[config.mk]
export PLATFORM = sky130hd
export DESIGN_NAME = idq_ctrl
export DESIGN_NICKNAME = d
export VERILOG_FILES = /design/src/hw/rtl/idq_pkg.sv /design/src/hw/rtl/idq_ctrl.sv
export SDC_FILE = /design/constraint.sdc
export NUM_CORES = 1
export LEC_CHECK = 0
export BUFFER_PORTS_ARGS = -buffer_cell sky130_fd_sc_hd__buf_4
export CELL_PAD_IN_SITES_DETAIL_PLACEMENT = 1
export CELL_PAD_IN_SITES_GLOBAL_PLACEMENT = 2
export CORE_ASPECT_RATIO = 0.7
export CORE_MARGIN = 3
export CORE_UTILIZATION = 33
export DETAILED_ROUTE_END_ITERATION = 10
export PLACE_DENSITY = 0.84
export SYNTH_ARGS = -nofsm -noshare
export SYNTH_HDL_FRONTEND = slang
export SYNTH_SLANG_ARGS = --single-unit
export TNS_END_PERCENT = 100
[constraint.sdc]
create_clock -name clk -period 4.15 [get_ports clk]
set_input_delay 0.83 -clock clk [delete_from_list [all_inputs] [get_ports clk]]
set_output_delay 0.83 -clock clk [all_outputs]
set_load 0.01 [all_outputs]
[src/hw/rtl/idq_pkg.sv]
// Shared types and codes for the indexed double-ended queue core.
// No dependencies; idq_ctrl and the top level refer to it by scoped names.
package idq_pkg;

    typedef enum logic [2:0] {
        MODE_PUSH_BACK  = 3'd0,
        MODE_PUSH_FRONT = 3'd1,
        MODE_POP_BACK   = 3'd2,
        MODE_POP_FRONT  = 3'd3,
        MODE_READ       = 3'd4,
        MODE_WRITE      = 3'd5
    } mode_t;

    typedef enum logic [1:0] {
        STAT_OK    = 2'd0,
        STAT_FULL  = 2'd1,
        STAT_EMPTY = 2'd2,
        STAT_RANGE = 2'd3
    } status_t;

    // Per-operation outcome handed from the control unit to the result stage
    typedef struct packed {
        status_t status;
        logic    rd_ok;
    } res_t;

    localparam int VALUE_BITS    = 32;
    localparam int POSITION_BITS = 8;

endpackage

[src/hw/rtl/idq_ctrl.sv]
// Front pointer and element count of the deque; maps each operation to at most
// one RAM access and decides its status. Depends on idq_pkg.
module idq_ctrl #(
    parameter int CAPACITY = 256
) (
    input  logic                            clk,
    input  logic                            rst_n,
    input  logic                            op_vld,
    input  logic [2:0]                      op_mode,
    input  logic [idq_pkg::POSITION_BITS-1:0] op_pos,
    output logic                            ram_we,
    output logic                            ram_re,
    output logic [$clog2(CAPACITY)-1:0]     ram_addr,
    output logic [$clog2(CAPACITY+1)-1:0]   count_next,
    output idq_pkg::res_t                   res
);

    localparam int AW    = $clog2(CAPACITY);
    localparam int CNT_W = $clog2(CAPACITY + 1);
    localparam int CMP_W = (CNT_W > idq_pkg::POSITION_BITS) ? CNT_W : idq_pkg::POSITION_BITS;

    logic [AW-1:0]    front_reg;
    logic [AW-1:0]    front_next;
    logic [CNT_W-1:0] count_reg;

    logic             full;
    logic             empty;
    logic             in_range;
    logic [AW-1:0]    logical;
    logic [AW:0]      slot_sum;
    logic [AW-1:0]    slot;
    logic [AW-1:0]    front_dec;
    logic [AW-1:0]    front_inc;

    assign full     = (count_reg == CNT_W'(CAPACITY));
    assign empty    = (count_reg == '0);
    assign in_range = (CMP_W'(op_pos) < CMP_W'(count_reg));

    // Back pushes land at front + count, indexed accesses at front + position
    assign logical  = (idq_pkg::mode_t'(op_mode) == idq_pkg::MODE_PUSH_BACK)
                      ? count_reg[AW-1:0] : AW'(op_pos);
    assign slot_sum = {1'b0, front_reg} + {1'b0, logical};
    assign slot     = (slot_sum >= (AW+1)'(CAPACITY))
                      ? AW'(slot_sum - (AW+1)'(CAPACITY)) : slot_sum[AW-1:0];

    assign front_dec = (front_reg == '0) ? AW'(CAPACITY - 1) : front_reg - 1'b1;
    assign front_inc = (front_reg == AW'(CAPACITY - 1)) ? '0 : front_reg + 1'b1;

    always_comb
    begin
        ram_we     = 1'b0;
        ram_re     = 1'b0;
        ram_addr   = slot;
        front_next = front_reg;
        count_next = count_reg;
        res.status = idq_pkg::STAT_OK;
        res.rd_ok  = 1'b0;
        if (op_vld)
        begin
            unique case (idq_pkg::mode_t'(op_mode))
                idq_pkg::MODE_PUSH_BACK:
                begin
                    if (full)
                    begin
                        res.status = idq_pkg::STAT_FULL;
                    end
                    else
                    begin
                        ram_we     = 1'b1;
                        count_next = count_reg + 1'b1;
                    end
                end
                idq_pkg::MODE_PUSH_FRONT:
                begin
                    ram_addr = front_dec;
                    if (full)
                    begin
                        res.status = idq_pkg::STAT_FULL;
                    end
                    else
                    begin
                        ram_we     = 1'b1;
                        front_next = front_dec;
                        count_next = count_reg + 1'b1;
                    end
                end
                idq_pkg::MODE_POP_BACK:
                begin
                    if (empty)
                    begin
                        res.status = idq_pkg::STAT_EMPTY;
                    end
                    else
                    begin
                        count_next = count_reg - 1'b1;
                    end
                end
                idq_pkg::MODE_POP_FRONT:
                begin
                    if (empty)
                    begin
                        res.status = idq_pkg::STAT_EMPTY;
                    end
                    else
                    begin
                        front_next = front_inc;
                        count_next = count_reg - 1'b1;
                    end
                end
                idq_pkg::MODE_READ:
                begin
                    if (!in_range)
                    begin
                        res.status = idq_pkg::STAT_RANGE;
                    end
                    else
                    begin
                        ram_re    = 1'b1;
                        res.rd_ok = 1'b1;
                    end
                end
                idq_pkg::MODE_WRITE:
                begin
                    if (!in_range)
                    begin
                        res.status = idq_pkg::STAT_RANGE;
                    end
                    else
                    begin
                        ram_we = 1'b1;
                    end
                end
                default:
                begin
                    // unused codes: no operation
                end
            endcase
        end
    end

    always_ff @(posedge clk or negedge rst_n)
    begin
        if (!rst_n)
        begin
            front_reg <= '0;
            count_reg <= '0;
        end
        else
        begin
            front_reg <= front_next;
            count_reg <= count_next;
        end
    end

endmodule

==> After elaboration in Yosys (flattened, before gate mapping) <==
Cells that the tools add are included.
{ "word_totals": {"reg_bits": 17, "input_bits": 14, "output_inout_bits": 22, "elab_cells": 51} }
{ "op_classes": {"add_sub_neg": 6, "n_lt_le_gt_ge": 2, "eq_ne": 9, "muxes": 24, "n_reduce_logical": 8} }
{ "ops": {"columns": ["cell", "count"], "rows": [
  ["8-bit 2-to-1 mux", 8],
  ["9-bit 2-to-1 mux", 3],
  ["9-bit case mux with 2 select lines", 1],
  ["8-bit case mux with 2 select lines", 1],
  ["8-bit by 1-bit subtractor with 8-bit output, second input constant", 2],
  ["8-bit by 8-bit adder with 9-bit output", 1],
  ["9-bit by 1-bit adder with 9-bit output, second input constant", 1],
  ["9-bit equality test, second input constant", 1],
  ["9-bit greater-or-equal comparator, second input constant", 1],
  ["9-bit zero test", 1],
  ["8-bit by 9-bit less-than comparator with 1-bit output", 1],
  ["9-bit by 1-bit subtractor with 9-bit output, second input constant", 1],
  ["8-bit by 1-bit adder with 8-bit output, second input constant", 1],
  ["8-bit equality test, second input constant", 1],
  ["8-bit zero test", 1],
  ["3-bit by 2-bit equality test with 1-bit output, second input constant", 2],
  ["3-bit equality test, second input constant", 2],
  ["1-bit 2-to-1 mux", 6],
  ["2-bit case mux with 3 select lines", 1],
  ["2-bit OR reduction", 3],
  ["2-bit 2-to-1 mux", 2],
  ["2-bit != test, second input constant", 2],
  ["4-bit AND reduction", 1],
  ["3-bit by 1-bit equality test with 1-bit output, second input constant", 1],
  ["4 further kinds", 4]
]} }

==> Longest topological paths before layout <==
Gate-level depths: netlist of run 1.
{ "depth": {"ltp_word": 7, "depth_mapped": 10, "mapped_depth_nobuf": 9} }

==> Least setup slack after synthesis of run 1 <==
Ideal clock, no wire load.
{ "synth_timing": {"kind": "input port to output port", "from": "input op_mode[1]", "to": "output ram_addr[4]", "arrival_ps": 3047, "required_ps": 3320, "path_slack_ps": 273, "cell_stages": 10, "path_buffers": 1, "cell_sequence": "buf_2 -> nor3_4 -> mux2_2 -> ha_1 -> fa_1 -> a21o_1 -> a21oi_1 -> xnor2_1 -> nor2_1 -> a31oi_1"} }
{ "synth_via": {"elab_chain_len": 7, "word_cells_on_any_way": 9, "cone_classes": "add/sub (2); order compare (1); eq/ne (1); mux (4); reduce/logical (1)"} }
{ "synth_lines": {"columns": ["element", "line", "text"], "rows": [
  ["start: declaration", "idq_ctrl.sv:9", "input logic [2:0] op_mode,"],
  ["3-bit zero test", "idq_ctrl.sv:40", "assign logical = (idq_pkg::mode_t'(op_mode) == idq_pkg::MODE_PUSH_BACK)"],
  ["8-bit 2-to-1 mux", "idq_ctrl.sv:41", "? count_reg[AW-1:0] : AW'(op_pos);"],
  ["8-bit by 8-bit adder with 9-bit output", "idq_ctrl.sv:42", "assign slot_sum = {1'b0, front_reg} + {1'b0, logical};"],
  ["8-bit by 1-bit subtractor with 8-bit output / 9-bit greater-or-equal comparator (equally long branches)", "idq_ctrl.sv:44, idq_ctrl.sv:43", null],
  ["8-bit 2-to-1 mux", "idq_ctrl.sv:44", "? AW'(slot_sum - (AW+1)'(CAPACITY)) : slot_sum[AW-1:0];"],
  ["8-bit 2-to-1 mux", "idq_ctrl.sv:60", "unique case (idq_pkg::mode_t'(op_mode))"],
  ["8-bit 2-to-1 mux *", "idq_ctrl.sv:58", "if (op_vld)"],
  ["end: declaration", "idq_ctrl.sv:13", "output logic [$clog2(CAPACITY)-1:0] ram_addr,"]
]} }
Every way passes the cells marked *; elsewhere a longest branch is shown, timed or not.

==> Final worst setup path of run 1 <==
{ "layout_timing": {"from": "input op_mode[2]", "to": "output ram_addr[6]"} }
The elaborated chain is that of the path after synthesis.

==> results.cfg, run 1 <==
[status]
status = finished, final reports clean

[critical_path]
path_common_cell = buf_4
required_ns = 3.32
critical_path_class = input port to output port
endpoint_kind = output port
critPathBufInv = 2
rrSetupSlack_ns = 1.83
worstPathArrival_ns = 3.12
crit_chain = buf_4 > nor3_4 > mux2_2 > ha_1 > fa_1 > a21o_1 > a21oi_2 > o21bai_1 > a22oi_1 > o211ai_1 > buf_4
crit_family = compound AO/OA/AOI/OAI gates
cp_max_fo = 12
critPathSlowestCell = fa_1
start_kind = input port
slowest_delay_ns = 0.42

[synth]
synthArstFlopShare_pct = 100
ys_seq_area_share_pct = 20.1
yosysTopAreaCellShare_pct = 20.1
syn-cell-area_mm2 = 0.00212
synth_edf_count = 0
ys.flop_type = dfrtp_1
synth_area_leader_cell = dfrtp_1
syn-num-nets = 306
synthDistinctLibCells = 53
netlist_instances = 271
ys_top_cells_by_area = dfrtp_1 20%, ha_1 12%, xnor2_1 5.4%, o21ai_0 4.7%, nand2_1 4.1%
synth_warnings = 0
syn_avg_cell_area_um2 = 7.81
ys_seq_elements = 17

[routing]
drcViolationCount = 0
wire_per_inst_um = 18.6
routed_via_density = 5.71
wl_um = 6940
vias = 2137
antenna_left = 0
drtPass1Iterations = 4
drt_iter0_markers = 160

[clock_network]
cts_max_level = 1
cts.clk_slew.worst_paths_ns = 0.08
clock_sinks = 17
clock_latency_ns = 0.27
cts_buffer_depth = 2
cts_root_buffer = clkbuf_8
cts_tree = done
cts_buffers = 3

[placement]
dp_hpwl_um = 5490
globalplace.congestion = 0.800
preCtsSetupSlack_ns = 0.146
io_buffers = 35

[global_route]
grtUsageMet2_pct = 25.8
grt_max_degree = 19
globalRouteMet3Util_pct = 3.06
grt_overflow = 0
busiest_layer = met1
grt_pass1_wl_um = 11400
grt_pass1_vias = 2105
grt_util_met1_pct = 32.8
antenna_found_initial = 0
track_usage_pct = 19.5

[floorplanning]
die_h_um = 73.0
start_util_pct = 35.5
io_pins = 36
core_mm2 = 0.00596
die_w_um = 102
rows = 23
die-area_mm2 = 0.00742

[sta]
max_freq_mhz = 253
fin_crit_ns = 3.95
setup_slack_ns = 0.195
max_slew_margin_pct = 39.3
drv_slew = 0
skew_ns = 0.00439
worst_slew_pin_slew_ns = 0.904
rsz0062_at_grt = false
whs_ns = 0.432
setup-tns-final_ns = 0
finalSetupViolCount = 0
fin_crit_sh_pct = 95.3
hold_violations = 0

[layout]
finish.utilization_pct = 41.5
drive_above_1_share_pct = 19.1
register_area_um2 = 425
syn2layout_area_growth_pct = 16.7
largest_register_ffs = 9
antenna_cells = 0
nFillCells = 741
multiInputGateArea_mm2 = 0.00157
fin_nets = 335

[power]
p_leak_nw = 1.08
ir_drop_v = 0.000304
p_per_area_mw_per_mm2 = 658

[run]
drv_cap = 0

[min_path]
min_path_type = input port to async pin
## logic make-up after synthesis
family,synth area share (%)
AO/OA/AOI/OAI,21.6
XOR/XNOR,7.04
adder cells (fa/ha/maj),12.8
buffers and inverters,6.27
flip-flops,20.1
multiplexers,6.09
AND/OR/NAND/NOR,26.1
## Yosys cell counts, types with 2 or more instances
cell,count
xor2_1,4
o31ai_1,2
a31oi_1,8
nor4_1,2
nand3b_1,3
nor3b_1,3
inv_1,14
buf_6,2
and2_1,3
o21ai_0,20
nor3_1,9
a31o_2,2
mux2i_1,5
nor2b_1,3
and3_1,4
mux2_2,7
nand3_1,14
dfrtp_1,17
nor2_1,23
a21o_1,7
nand2_1,23
clkbuf_1,4
a221oi_1,2
buf_2,7
nand4b_1,2
or4_1,2
xnor2_1,13
o22ai_1,2
nand2b_1,4
nand4_1,2
a21oi_1,16
ha_1,20
o21bai_1,2
## final timing paths
check	from	to	cells after the start
worst max register to register	count_reg[1]	front_reg[6]	7
min in group clk	front_reg[7]	front_reg[7]	2
worst min register to register	front_reg[7]	front_reg[7]	2
worst max-delay path	op_mode[2]	ram_addr[6]	11
max in group asynchronous	rst_n	count_reg[0]	1
worst min-delay path	rst_n	front_reg[7]	1
## metrics by stage
stage	total power, mW	cell area [µm²]	std cells
after CTS	1.62	2460	374
after detailed placement	1.47	2410	370
after global placement	1.44	2410	370
final	1.63	2470	374
after global routing	1.79	2470	374
after floorplan	1.08	2120	271
## routing by layer
layer  wire [µm]  up-vias  share of wire [%]
met3         415        4                6.0
met1        3780     1035                 54
li1            -     1041                  -
met2        2730       57                 39
met4          21        0               0.30
met5           0        -                  0
## layout make-up
class                           instances  area share, %
Clock buffer                            4           1.82
Inverter                               14           2.13
Multi-Input combinational cell        226           63.5
Sequential cell                        17           17.2
Tap cell                               75           3.80
Timing Repair Buffer                   38           11.6
## placed cells by master, fill, tap and decap left out, types with 8 or more instances in the layout
cell type,n
a21oi_1,14
nor2_1,23
nor3_1,9
ha_1,19
nand3_1,14
inv_1,14
buf_4,38
nand2_1,23
xnor2_1,13
dfrtp_1,17
o21ai_0,20
a31oi_1,8
## power by group
part	switching [mW]	leakage (nW)	total (mW)	internal (mW)
Combinational	0.563	0.856	1.07	0.511
Clock	0.0733	0.0228	0.142	0.0687
Sequential	0.175	0.203	0.410	0.235
Total	0.811	1.08	1.63	0.815
## timing repair
| item | 4_1_cts | 5_1_grt |
|---|---|---|
| endpoints found under the setup margin | 0 | 3 |
| buffers inserted | 0 | 0 |
| resized for setup | 0 | 3 |
| hold buffers | 0 | 0 |
(Power assumes the default switching activity.)
==> inputs of run 2 (changes only) <==
--- a/config.mk
+++ b/config.mk
@@ -6,13 +6,11 @@
 export NUM_CORES = 1
 export LEC_CHECK = 0
 export BUFFER_PORTS_ARGS = -buffer_cell sky130_fd_sc_hd__buf_4
-export CELL_PAD_IN_SITES_DETAIL_PLACEMENT = 1
-export CELL_PAD_IN_SITES_GLOBAL_PLACEMENT = 2
 export CORE_ASPECT_RATIO = 0.7
 export CORE_MARGIN = 3
-export CORE_UTILIZATION = 33
+export CORE_UTILIZATION = 45
 export DETAILED_ROUTE_END_ITERATION = 10
-export PLACE_DENSITY = 0.84
+export PLACE_DENSITY = 0.69
 export SYNTH_ARGS = -nofsm -noshare
 export SYNTH_HDL_FRONTEND = slang
 export SYNTH_SLANG_ARGS = --single-unit
==> run 2 against run 1 <==
Compared with the run above: clock power down 4%; utilization grew 13 points; critical path depth did not move; cell area down 1.7%; sequential share of layout area grew 0.29 points; hold slack got worse by 0.0094 ns; via count fell by 3.2%; count of clock-buffer cells in the layout shrank 1.
==> results.cfg, run 2 (synthesis results as in run 1) <==
[run]
drv_cap = 0

[sta]
max_slew_margin_pct = 45.4
worst_slew_pin_slew_ns = 0.813
skew_ns = 0.0133
finalSetupViolCount = 0
hold_violations = 0
drv_slew = 0
max_freq_mhz = 253
fin_crit_ns = 3.96
setup-tns-final_ns = 0
rsz0062_at_grt = false
fin_crit_sh_pct = 95.3

[layout]
largest_register_ffs = 9
nFillCells = 444
fin_area_mm2 = 0.00243
drive_above_1_share_pct = 18.1
final_common_cell = buf_4
multiInputGateArea_mm2 = 0.00156
fin_cells = 353
fin_nets = 334
antenna_cells = 0
syn2layout_area_growth_pct = 14.8
final_cell_mix = 37 x buf_4, 23 x nand2_1, 23 x nor2_1
register_area_um2 = 425

[global_route]
track_usage_pct = 20.8
grt_max_degree = 19
grt_pass1_wl_um = 9240
grt_pass1_vias = 1833
grt_overflow = 0
antenna_found_initial = 0

[power]
p_total_mw = 1.56
p_leak_nw = 1.08
p_per_area_mw_per_mm2 = 642
ir_drop_v = 0.000316

[critical_path]
start_kind = input port
critical_path_class = input port to output port
cp_max_fo = 12
worstPathArrival_ns = 3.13
required_ns = 3.32
endpoint_kind = output port

[clock_network]
cts_resized = 0
ctsHoldBuffers = 0
clock_sinks = 17
cts_max_level = 1
cts_buffer_depth = 2
cts_buffers = 3
cts_tree = done
cts_root_buffer = clkbuf_8
postCtsSetupRepairBufs = 0
cts.clk_slew.worst_paths_ns = 0.09
clock_latency_ns = 0.27

[routing]
drcViolationCount = 0
antenna_left = 0
vias = 2068
wl_um = 5550
wire_per_inst_um = 15.7
drt_iter0_markers = 146
drtPass1Iterations = 4
routed_via_density = 5.86

[floorplanning]
die-area_mm2 = 0.00557
rows = 20
die_w_um = 88.0
start_util_pct = 47.8
io_pins = 36
core_mm2 = 0.00443
die_h_um = 63.4

[placement]
placed_area_mm2 = 0.00238
dpl.cell_count = 349
io_buffers = 35
dp_hpwl_um = 4340
globalplace.congestion = 0.833

[min_path]
min_path_type = input port to async pin

[status]
status = finished, final reports clean
[run 2: changes by cell type in the layout (fill, tap and decap cells not counted)]
cell      previous run  this run
a21oi_1             14        16
a21oi_2              2         0
buf_4               38        37
clkbuf_1             1         0
clkinv_2             0         1
ha_1                19        20
ha_2                 1         0
[run 2: path summary, 6_finish.rpt]
path                              start      endpoint  slack (ns)  depth (start not counted)
max in group asynchronous         rst_n  front_reg[6]        3.51                          1
setup reg to reg           count_reg[1]  front_reg[6]        1.90                          7
hold reg to reg            front_reg[7]  front_reg[7]        0.59                          2
min in group clk           front_reg[7]  front_reg[7]        0.59                          2
setup / recovery             op_mode[2]   ram_addr[6]        0.19                         11
hold / removal                    rst_n  count_reg[3]        0.42                          1
[run 2: power breakdown]
part	internal, mW	total (mW)	switching (mW)
registers	0.236	0.403	0.167
logic	0.501	1.02	0.518
clock network	0.0669	0.136	0.0690
[run 2: metrics by stage]
step | setup slack [ns] | utilization [%] | hold slack (ns)
floorplan | 0.273 | - | 0.513
global placement | 0.246 | 53.8 | 0.557
detailed placement | 0.204 | 53.8 | 0.579
CTS | 0.204 | 54.8 | 0.429
global route | 0.0225 | 54.8 | 0.432
finish | 0.194 | 54.8 | 0.423
[run 2: final cells by class]
type | count | share of cell area (%)
clock buffers | 3 | 1.70
clock inverters | 1 | 0.206
inverters | 14 | 2.16
multi-input cells | 226 | 64.1
flip-flops and latches | 17 | 17.5
well taps | 55 | 2.83
repair buffers | 37 | 11.4
[run 2: per-layer routing]
metal	track usage [%]	share of wire [%]
met1	36.5	56
met2	26.5	37
met3	2.48	6.8
met4	2.30	0.49
met5	0	0
[run 2: critical path, cell delays in order]
cell and delay, ns:
buf_4 0.15, nor3_4 0.22, mux2_2 0.35, ha_1 0.21
fa_1 0.41, a21o_1 0.18, a21oi_1 0.22, o21bai_1 0.13
a22oi_1 0.16, o211ai_1 0.10, buf_4 0.15
